$ cat config.mk
export PLATFORM = sky130hd
export DESIGN_NAME = link_loss_watchdog_unit
export DESIGN_NICKNAME = d
export VERILOG_FILES = /design/src/hw/rtl/llw_pkg.sv /design/src/hw/rtl/llw_cfg_regs.sv /design/src/hw/rtl/llw_core.sv /design/src/hw/rtl/link_loss_watchdog_unit.sv
export SDC_FILE = /design/constraint.sdc
export NUM_CORES = 1
export LEC_CHECK = 0
export BUFFER_PORTS_ARGS = -buffer_cell sky130_fd_sc_hd__clkbuf_2
export CAP_MARGIN = 15
export CORE_AREA = 2 2 225 183
export CTS_BUF_LIST = sky130_fd_sc_hd__clkbuf_4
export CTS_CLUSTER_DIAMETER = 120
export DETAILED_ROUTE_END_ITERATION = 8
export DIE_AREA = 0 0 227 185
export GPL_ROUTABILITY_DRIVEN = 0
export PLACE_DENSITY_LB_ADDON = 0.05
export SLEW_MARGIN = 10
export SYNTH_ARGS = -nofsm -noshare
export SYNTH_HDL_FRONTEND = slang
export SYNTH_SLANG_ARGS = --single-unit
$ cat constraint.sdc
create_clock -name i_clk -period 9.6 [get_ports i_clk]
set_clock_uncertainty 0.2 [all_clocks]
set_input_delay 0.96 -clock i_clk [delete_from_list [all_inputs] [get_ports i_clk]]
set_output_delay 0.96 -clock i_clk [all_outputs]
set_load 0.02 [all_outputs]
$ cat src/hw/rtl/llw_pkg.sv
`default_nettype none
// ----------------------------------------------------------------------------
// llw_pkg: shared types and constants for the link-loss watchdog
// Holds the field widths, the register reset values, the register indexes and
// the structs that move between the watchdog's modules.
// ----------------------------------------------------------------------------
package llw_pkg;

    // Field widths.
    localparam int TIME_W  = 32;
    localparam int CHECK_W = 16;
    localparam int DROPS_W = 16;
    localparam int IDX_W   = 2;

    // Register reset values.
    localparam logic [CHECK_W-1:0] CHECK_INTERVAL_RST = 16'd2000;
    localparam logic [TIME_W-1:0]  KICK_INTERVAL_RST  = 32'd180000;
    localparam logic [TIME_W-1:0]  REBOOT_AFTER_RST   = 32'd1800000;

    // Register indexes.
    localparam logic [IDX_W-1:0] REG_CHECK_INTERVAL = 2'd0;
    localparam logic [IDX_W-1:0] REG_KICK_INTERVAL  = 2'd1;
    localparam logic [IDX_W-1:0] REG_REBOOT_AFTER   = 2'd2;

    // Saturation point of the drop counter.
    localparam logic [DROPS_W-1:0] DROPS_MAX = {DROPS_W{1'b1}};

    // Current register settings.
    typedef struct packed {
        logic [CHECK_W-1:0] check_interval_ms;
        logic [TIME_W-1:0]  kick_interval_ms;
        logic [TIME_W-1:0]  reboot_after_ms;
    } t_cfg;

    // One time sample.
    typedef struct packed {
        logic [TIME_W-1:0] now_ms;
        logic              link_up;
        logic              update_busy;
        logic              helper_active;
    } t_sample;

    // One result beat.
    typedef struct packed {
        logic               checked;
        logic               went_down;
        logic               recovered;
        logic               kick;
        logic               reboot;
        logic               is_down;
        logic [TIME_W-1:0]  offline_ms;
        logic [DROPS_W-1:0] drops;
        logic [TIME_W-1:0]  last_outage_ms;
        logic [TIME_W-1:0]  since_outage_end_ms;
    } t_result;

endpackage
`default_nettype wire

$ cat src/hw/rtl/llw_cfg_regs.sv
`default_nettype none
// ----------------------------------------------------------------------------
// llw_cfg_regs: watchdog configuration registers
// Holds the check interval, kick interval and reboot threshold, written through
// a plain write port. Writes to an unused index are dropped.
// ----------------------------------------------------------------------------
module llw_cfg_regs
    import llw_pkg::*;
(
    input  wire logic              i_clk,
    input  wire logic              i_rst_n,
    input  wire logic              i_cfg_we,
    input  wire logic [IDX_W-1:0]  i_cfg_index,
    input  wire logic [TIME_W-1:0] i_cfg_wdata,
    output t_cfg                   o_cfg
);

    t_cfg r_cfg;
    t_cfg n_cfg;

    // Decode the write index.
    always_comb begin
        n_cfg = r_cfg;
        if (i_cfg_we) begin
            case (i_cfg_index)
                REG_CHECK_INTERVAL: n_cfg.check_interval_ms = i_cfg_wdata[CHECK_W-1:0];
                REG_KICK_INTERVAL:  n_cfg.kick_interval_ms  = i_cfg_wdata;
                REG_REBOOT_AFTER:   n_cfg.reboot_after_ms   = i_cfg_wdata;
                default:            n_cfg = r_cfg;
            endcase
        end
    end

    always_ff @(posedge i_clk) begin
        if (!i_rst_n) begin
            r_cfg.check_interval_ms <= CHECK_INTERVAL_RST;
            r_cfg.kick_interval_ms  <= KICK_INTERVAL_RST;
            r_cfg.reboot_after_ms   <= REBOOT_AFTER_RST;
        end else begin
            r_cfg <= n_cfg;
        end
    end

    assign o_cfg = r_cfg;

endmodule
`default_nettype wire

$ cat src/hw/rtl/llw_core.sv
`default_nettype none
// ----------------------------------------------------------------------------
// llw_core: watchdog state and decision logic
// Holds the outage state and, for the sample in the input register, works out
// the check, the kick and reboot pulses and the statistics in one pass. The
// state advances on the cycle the result is handed to the output register.
// ----------------------------------------------------------------------------
module llw_core
    import llw_pkg::*;
(
    input  wire logic    i_clk,
    input  wire logic    i_rst_n,
    input  wire logic    i_fire,
    input  wire t_sample i_sample,
    input  wire t_cfg    i_cfg,
    output t_result      o_result
);

    // Outage state.
    logic               r_down_flag,        n_down_flag;
    logic [TIME_W-1:0]  r_down_since,       n_down_since;
    logic [TIME_W-1:0]  r_last_kick,        n_last_kick;
    logic [TIME_W-1:0]  r_last_check,       n_last_check;
    logic [DROPS_W-1:0] r_drop_total,       n_drop_total;
    logic [TIME_W-1:0]  r_outage_length,    n_outage_length;
    logic [TIME_W-1:0]  r_outage_end,       n_outage_end;
    logic               r_outage_end_valid, n_outage_end_valid;

    // Wrapping time differences against the stored stamps.
    logic [TIME_W-1:0] since_check;
    logic [TIME_W-1:0] since_down;
    logic [TIME_W-1:0] since_kick;
    logic [TIME_W-1:0] since_end;

    assign since_check = i_sample.now_ms - r_last_check;
    assign since_down  = i_sample.now_ms - r_down_since;
    assign since_kick  = i_sample.now_ms - r_last_kick;
    assign since_end   = i_sample.now_ms - r_outage_end;

    // Check and outage decisions.
    always_comb begin
        n_down_flag        = r_down_flag;
        n_down_since       = r_down_since;
        n_last_kick        = r_last_kick;
        n_last_check       = r_last_check;
        n_drop_total       = r_drop_total;
        n_outage_length    = r_outage_length;
        n_outage_end       = r_outage_end;
        n_outage_end_valid = r_outage_end_valid;
        o_result           = '0;

        if (since_check >= {{(TIME_W-CHECK_W){1'b0}}, i_cfg.check_interval_ms}) begin
            o_result.checked = 1'b1;
            n_last_check     = i_sample.now_ms;
            if (i_sample.link_up) begin
                if (r_down_flag) begin
                    // The outage ends here.
                    o_result.recovered = 1'b1;
                    n_down_flag        = 1'b0;
                    n_outage_length    = since_down;
                    n_outage_end       = i_sample.now_ms;
                    n_outage_end_valid = 1'b1;
                end
            end else if (!r_down_flag) begin
                // A new outage starts here.
                o_result.went_down = 1'b1;
                n_down_flag        = 1'b1;
                n_down_since       = i_sample.now_ms;
                n_last_kick        = i_sample.now_ms;
                if (r_drop_total != DROPS_MAX) begin
                    n_drop_total = r_drop_total + 1'b1;
                end
            end else if (!i_sample.update_busy) begin
                // Still down: reboot takes priority over the kick.
                if (since_down >= i_cfg.reboot_after_ms && !i_sample.helper_active) begin
                    o_result.reboot = 1'b1;
                end else if (since_kick >= i_cfg.kick_interval_ms) begin
                    o_result.kick = 1'b1;
                    n_last_kick   = i_sample.now_ms;
                end
            end
        end

        // Statistics after this step. A fresh outage start or end reads as zero.
        o_result.is_down = n_down_flag;
        if (n_down_flag && !o_result.went_down) begin
            o_result.offline_ms = since_down;
        end
        o_result.drops          = n_drop_total;
        o_result.last_outage_ms = n_outage_length;
        if (n_outage_end_valid && !o_result.recovered) begin
            o_result.since_outage_end_ms = since_end;
        end
    end

    always_ff @(posedge i_clk) begin
        if (!i_rst_n) begin
            r_down_flag        <= 1'b0;
            r_down_since       <= '0;
            r_last_kick        <= '0;
            r_last_check       <= '0;
            r_drop_total       <= '0;
            r_outage_length    <= '0;
            r_outage_end       <= '0;
            r_outage_end_valid <= 1'b0;
        end else if (i_fire) begin
            r_down_flag        <= n_down_flag;
            r_down_since       <= n_down_since;
            r_last_kick        <= n_last_kick;
            r_last_check       <= n_last_check;
            r_drop_total       <= n_drop_total;
            r_outage_length    <= n_outage_length;
            r_outage_end       <= n_outage_end;
            r_outage_end_valid <= n_outage_end_valid;
        end
    end

endmodule
`default_nettype wire

$ cat src/hw/rtl/link_loss_watchdog_unit.sv
`default_nettype none
// Path: an accepted sample is held in the input register, and its result beat
// moves on to the result register once that register is free.
// Throughput: one sample per cycle while the result channel is not stalled;
// the outage state is read and updated in a single pass between the two registers.
// Reset: synchronous, active low; clears the outage state and statistics and
// loads the register defaults (2000, 180000, 1800000 ms).
// ----------------------------------------------------------------------------
// link_loss_watchdog_unit: link-loss watchdog, top level
// Takes millisecond time samples with link and status flags, checks the link
// at the check interval, and issues reconnect kicks and reboot requests
// during long outages while reporting outage statistics on every beat.
// ----------------------------------------------------------------------------
module link_loss_watchdog_unit
    import llw_pkg::*;
(
    input  wire logic               i_clk,
    input  wire logic               i_rst_n,
    // Configuration write port.
    input  wire logic               i_cfg_we,
    input  wire logic [IDX_W-1:0]   i_cfg_index,
    input  wire logic [TIME_W-1:0]  i_cfg_wdata,
    // Sample channel.
    input  wire logic               i_in_valid,
    output logic                    o_in_ready,
    input  wire logic [TIME_W-1:0]  i_now_ms,
    input  wire logic               i_link_up,
    input  wire logic               i_update_busy,
    input  wire logic               i_helper_active,
    // Result channel.
    output logic                    o_out_valid,
    input  wire logic               i_out_ready,
    output logic                    o_checked,
    output logic                    o_went_down,
    output logic                    o_recovered,
    output logic                    o_kick,
    output logic                    o_reboot,
    output logic                    o_is_down,
    output logic [TIME_W-1:0]       o_offline_ms,
    output logic [DROPS_W-1:0]      o_drops,
    output logic [TIME_W-1:0]       o_last_outage_ms,
    output logic [TIME_W-1:0]       o_since_outage_end_ms
);

    t_cfg    cfg;
    t_result result;

    logic    r_in_valid;
    t_sample r_in;
    logic    r_out_valid;
    t_result r_out;

    logic    out_free;
    logic    fire;

    // Stage handshakes: a beat moves on when the result register is free.
    assign out_free   = !r_out_valid || i_out_ready;
    assign fire       = r_in_valid && out_free;
    assign o_in_ready = !r_in_valid || fire;

    llw_cfg_regs u_cfg (
        .i_clk       (i_clk),
        .i_rst_n     (i_rst_n),
        .i_cfg_we    (i_cfg_we),
        .i_cfg_index (i_cfg_index),
        .i_cfg_wdata (i_cfg_wdata),
        .o_cfg       (cfg)
    );

    llw_core u_core (
        .i_clk    (i_clk),
        .i_rst_n  (i_rst_n),
        .i_fire   (fire),
        .i_sample (r_in),
        .i_cfg    (cfg),
        .o_result (result)
    );

    // Input register.
    always_ff @(posedge i_clk) begin
        if (!i_rst_n) begin
            r_in_valid <= 1'b0;
        end else if (o_in_ready) begin
            r_in_valid <= i_in_valid;
        end
    end

    always_ff @(posedge i_clk) begin
        if (i_in_valid && o_in_ready) begin
            r_in.now_ms        <= i_now_ms;
            r_in.link_up       <= i_link_up;
            r_in.update_busy   <= i_update_busy;
            r_in.helper_active <= i_helper_active;
        end
    end

    // Result register.
    always_ff @(posedge i_clk) begin
        if (!i_rst_n) begin
            r_out_valid <= 1'b0;
        end else if (out_free) begin
            r_out_valid <= r_in_valid;
        end
    end

    always_ff @(posedge i_clk) begin
        if (fire) begin
            r_out <= result;
        end
    end

    assign o_out_valid           = r_out_valid;
    assign o_checked             = r_out.checked;
    assign o_went_down           = r_out.went_down;
    assign o_recovered           = r_out.recovered;
    assign o_kick                = r_out.kick;
    assign o_reboot              = r_out.reboot;
    assign o_is_down             = r_out.is_down;
    assign o_offline_ms          = r_out.offline_ms;
    assign o_drops               = r_out.drops;
    assign o_last_outage_ms      = r_out.last_outage_ms;
    assign o_since_outage_end_ms = r_out.since_outage_end_ms;

endmodule
`default_nettype wire
=== After elaboration in Yosys (flattened, before gate mapping) ===
Cells that the tools add are included.
W data, S select, Z words.

* Register bits after elaboration: 413
* RAM bits: 0
* ROM bits: 0
* Latch bits: 0
* Input port bits: 74
* Memories kept: 0

* Mux-type cells: 27
* Bitwise gates (word level): 3
* Div/mod/pow operators: 0
* Add/subtract/negate cells: 5
* Shift-type cells: 0
* Multipliers: 0
* Eq/ne operators: 6
* Order comparisons: 3
* Reduce and logical (&&, ||, !) cells: 22

{| class="wikitable"
|+ Operator list
! cell !! count
|-
| $mux W32 || 7
|-
| $sub A32 B32 Y32 || 4
|-
| $ge A32 B32 Y1 || 2
|-
| $mux W16 || 4
|-
| $ge A32 B16 Y1 || 1
|-
| $add A16 B1 Y16 const B || 1
|-
| $ne A16 B16 Y1 const B || 1
|-
| $mux W1 || 12
|-
| $reduce_and A2 Y1 || 4
|-
| $reduce_and A4 Y1 || 2
|-
| $mux W2 || 3
|-
| $ne A2 B2 Y1 const B || 3
|-
| $reduce_and A6 Y1 || 1
|-
| $logic_and A1 B1 Y1 || 5
|-
| $logic_not A1 Y1 || 5
|-
| $mux W5 || 1
|-
| $reduce_or A5 Y1 || 1
|-
| $reduce_or A4 Y1 || 1
|-
| $not A1 Y1 || 3
|-
| $eq A2 B1 Y1 const B || 1
|-
| $eq A2 B2 Y1 const B || 1
|-
| $logic_not A2 Y1 || 1
|-
| $logic_or A1 B1 Y1 || 2
|}

=== Depth between registers and ports, before layout ===
* Depth in word-level cells: 10
* Mapped depth: 26
* Mapped depth without buffers: 25

=== By module ===
A second synthesis with hierarchy kept.

* Cells, all modules: 2818
* Area, all modules: 25169.1 µm²

{| class="wikitable"
|+ Modules (own cells, without submodules)
! module !! area each (µm²) !! instances !! cells an instance !! seq. area each (µm²)
|-
| llw_core || 17315.4 || 1 || 2341 || 3563.4
|-
| link_loss_watchdog_unit || 4698.3 || 1 || 162 || 4634.4
|-
| llw_cfg_regs || 3155.5 || 1 || 315 || 1601.5
|}

=== Least setup slack after synthesis ===
OpenSTA, ideal clock, no wires.

* Kind: in2reg
* From: input port i_out_ready
* To: register u_core.r_drop_total[15]
* Stages: 6
* Setup slack: 1303 ps
* Library setup time: 70 ps
* Arrival: 8026 ps
* Buffers on the path: 1
* Cell sequence: nor2b_1 nor2b_1 o311ai_2 buf_2 or3_1 a21oi_1

* Word-level cells in the longest chain between the ends: 2

{| class="wikitable"
|+ RTL lines
! what !! RTL line !! text
|-
| from (decl) || link_loss_watchdog_unit.sv:32 || <nowiki>input wire logic i_out_ready,</nowiki>
|-
| $logic_or A1 B1 Y1 || link_loss_watchdog_unit.sv:57 || <nowiki>assign out_free = !r_out_valid || i_out_ready;</nowiki>
|-
| $logic_and A1 B1 Y1 || link_loss_watchdog_unit.sv:58 || <nowiki>assign fire = r_in_valid && out_free;</nowiki>
|-
| net fire || link_loss_watchdog_unit.sv:54 || <nowiki>logic fire;</nowiki>
|-
| to (signal assigned) || llw_core.sv:111 || <nowiki>r_drop_total <= n_drop_total;</nowiki>
|-
| to (decl) || llw_core.sv:24 || <nowiki>logic [DROPS_W-1:0] r_drop_total, n_drop_total;</nowiki>
|}

The timed path passes the listed nets, and every way through them passes these cells.
A chain may end at the register's enable or synchronous reset.

=== Final worst setup path ===
* From: register r_in[19] (netlist bit)
* To: register u_core.r_last_kick[10]

* Word-level cells in the longest chain between the ends: 5
* Elaborated cells between the ends (all ways): 10
* Classes of those cells: add/sub: 3; order compare: 3; eq/ne: 2; reduce/logical: 2

{| class="wikitable"
|+ RTL lines
! what !! RTL line !! text
|-
| from (decl) || link_loss_watchdog_unit.sv:49 || <nowiki>t_sample r_in;</nowiki>
|-
| $sub A32 B32 Y32 || llw_core.sv:36 || <nowiki>assign since_down = i_sample.now_ms - r_down_since;</nowiki>
|-
| net u_core.since_down[29] || llw_core.sv:31 || <nowiki>logic [TIME_W-1:0] since_down;</nowiki>
|-
| $ge A32 B32 Y1 || llw_core.sv:75 || <nowiki>if (since_down >= i_cfg.reboot_after_ms && !i_sample.helper_active) begin</nowiki>
|-
| $logic_and A1 B1 Y1 || llw_core.sv:75 ||
|-
| $ne A2 B2 Y1 (no source line) || -- ||
|-
| $reduce_and A6 Y1 (no source line) || -- ||
|-
| to (signal assigned) || llw_core.sv:109 || <nowiki>r_last_kick <= n_last_kick;</nowiki>
|-
| to (decl) || llw_core.sv:22 || <nowiki>logic [TIME_W-1:0] r_last_kick, n_last_kick;</nowiki>
|}

The timed path passes the listed nets, and every way through them passes these cells.

==> qor.csv <==
metric,value,unit
die_x,227,µm
core.rowCount,66,
avgSynthCellArea,9.26,µm²
min_period,6.74,ns
min_path_type,input port to flip-flop,
overflow,0,
status,finished clean,
p_per_area,164,mW/mm²
cts_hold_buf,7,
drt_iter0_markers,1274,
synthesis.instances,2538,
p_leak,11.6,nW
ys_seq_elements,413,
port_buffers,193,
min_period_over_period,70.2,%
clk_pin_slew,0.07,ns
h-tree-depth,3,
critPathLaunchType,flip-flop,
setup_violations,0,
slew-limit-headroom,23.5,%
cts_resized,0,
cts_tree,built,
largest_reg_flops,80,
fmax,148,MHz
wl_per_cell,16.6,µm
drc_errors,0,
worst-path-max-fanout,32,
hold_violations,0,
ir_drop,0.000104,V
max-cap-violations,0,
worst_pin_slew,1.14,ns
start_util,58.8,%
die_area,0.0420,mm²
vias,19100,
fp.dieH,185,µm
netlist_area,0.0235,mm²
ys_warn_count,0,
drt.antenna.violating_nets,0,
clockBufferDepth,3,
clk_latency,0.88,ns
nets,3052,
p_total,4.33,mW
rsz0062_at_grt,false,
grt_pass1_vias,18400,
track_usage,27.1,%
crit_type,flip-flop to flip-flop,
area_delta_synth_final,12.6,%
cts_buffers,104,
crit_required,10.12,ns
tns,0,ns
cts_root_buf,clkbuf_4,
ys.flop_type,dfxtp_1,
grt_pass1_wl,91000,µm
layout-drive-gt1-share,14.4,%
clkSinkCount,413,
grt_max_degree,91,
synth_fp_nets,2821,
yosysUniqueCellTypes,81,
yosysSeqAreaShare,41.7,%
boundaryPins,194,
cp.arrival,7.25,ns
synth_edf_count,153,
slew_violations,0,
core_area,0.0400,mm²
post_cts_buffers,0,
placedInstanceArea,0.0249,mm²
grt_antenna_before_repair,2,
dpl.hpwl,41500,µm
dr.pass1.iters,5,
async_reset_ff_share,0,%
worstSetupEndpointType,flip-flop,
avgViaCountPerCell,5.62,
wl,56600,µm
final_cell_area,0.0265,mm²
[layout make-up]
cell class                 instances  area (µm²)
fill                            3392       13500
inverter                         249         937
tap                              544         681
timing repair buffer             217        1190
sequential                       413        9800
clock inverter                    35         243
clock buffer                     156        1170
antenna                            8        20.0
multi-input combinational       1784       12400
[power breakdown]
group          internal [mW]  switching, mW
registers               1.88         0.0441
logic                  0.326          0.499
clock network          0.849          0.726
[per-layer routing]
metal / global-route usage, % / vias to the layer above / wire, µm
met1: 34.9 / 9068 / 25200
met2: 45.6 / 471 / 27000
met4: 9.93 / 0 / 1490
met3: 5.06 / 105 / 2890
met5: 0 / - / 0
li1: - / 9493 / -
[cell usage after synthesis, types with 9 or more instances]
master	number	area, µm²
a21o_1	68	510
inv_1	249	935
ha_1	205	2560
o21ai_0	88	440
and3_1	18	113
clkbuf_1	65	244
a211oi_1	16	120
and2_1	44	275
o211ai_1	35	263
or3_1	14	87.6
a21oi_1	183	916
nor3_1	46	230
nor3b_1	9	67.6
a21boi_0	9	67.6
or4_1	11	82.6
nand2b_1	19	119
xor2_1	46	403
buf_2	18	90.1
nand4_1	27	169
xnor2_1	62	543
dfxtp_1	260	5200
nor2_1	190	713
o21bai_1	16	120
edfxtp_1	153	4590
o31ai_1	19	143
a31oi_1	11	68.8
nor2b_1	19	119
nand2_1	252	946
nand3_1	71	355
o21a_1	36	270
mux2i_1	130	1300
mux2_1	28	315
[layout by cell type (no fill, tap or decap), drive strengths merged, types with 95 or more instances in the layout]
cell | netlist | routed
nor2 | 191 | 191
clkbuf | 65 | 348
mux2i | 130 | 130
nand2 | 252 | 252
edfxtp | 153 | 153
inv | 249 | 251
o21ai | 95 | 95
ha | 205 | 205
a21oi | 183 | 183
dfxtp | 260 | 260
[logic make-up after synthesis]
family	after synthesis	synth area share (%)
muxes	164	7.16
AOI/OAI and AO/OA	554	15.2
xor gates and xnor gates	109	4.09
adders and majority gates	209	11.3
buffers and inverters	341	5.70
DFF	413	41.7
and+or+nand+nor	748	14.9
[stage by stage]
stage	worst slack (ns)	instances	util, %	hold slack, ns
6_report	2.86	3406	66.2	0.0721
5_1_grt	2.17	3406	66.2	-0.0331
2_1_floorplan	1.30	2538	-	0.236
3_3_place_gp	3.14	3197	62.3	0.242
3_5_place_dp	3.06	3197	62.3	0.247
4_1_cts	3.01	3395	66.0	0.000394
[worst max-delay path, cell delays in order (launching register included)]
cell	delay, ns
edfxtp_1	0.53
ha_1	0.42
a21o_1	0.23
nor3_1	0.39
o2111ai_1	0.19
a21oi_1	0.43
o21ai_0	0.31
a2111oi_0	0.91
o31ai_1	0.15
a21oi_1	0.20
xnor2_1	0.24
ha_1	0.33
a21o_1	0.18
a21o_1	0.17
a21oi_1	0.12
o21ai_0	0.10
a32o_1	0.24
a221o_1	0.30
o21ai_0	0.25
nand3_2	0.09
buf_4	0.34
mux2i_1	0.20
[worst paths after layout]
kind                        start                endpoint  slack (ns)  cells past startpoint
setup / recovery         r_in[19]  u_core.r_last_kick[10]        2.86                     21
hold / removal        i_now_ms[1]                 r_in[4]        0.07                      1
setup reg to reg         r_in[19]  u_core.r_last_kick[10]        2.86                     21
hold reg to reg   u_cfg.o_cfg[24]         u_cfg.o_cfg[24]        0.26                      2
(Power assumes the default switching activity.)
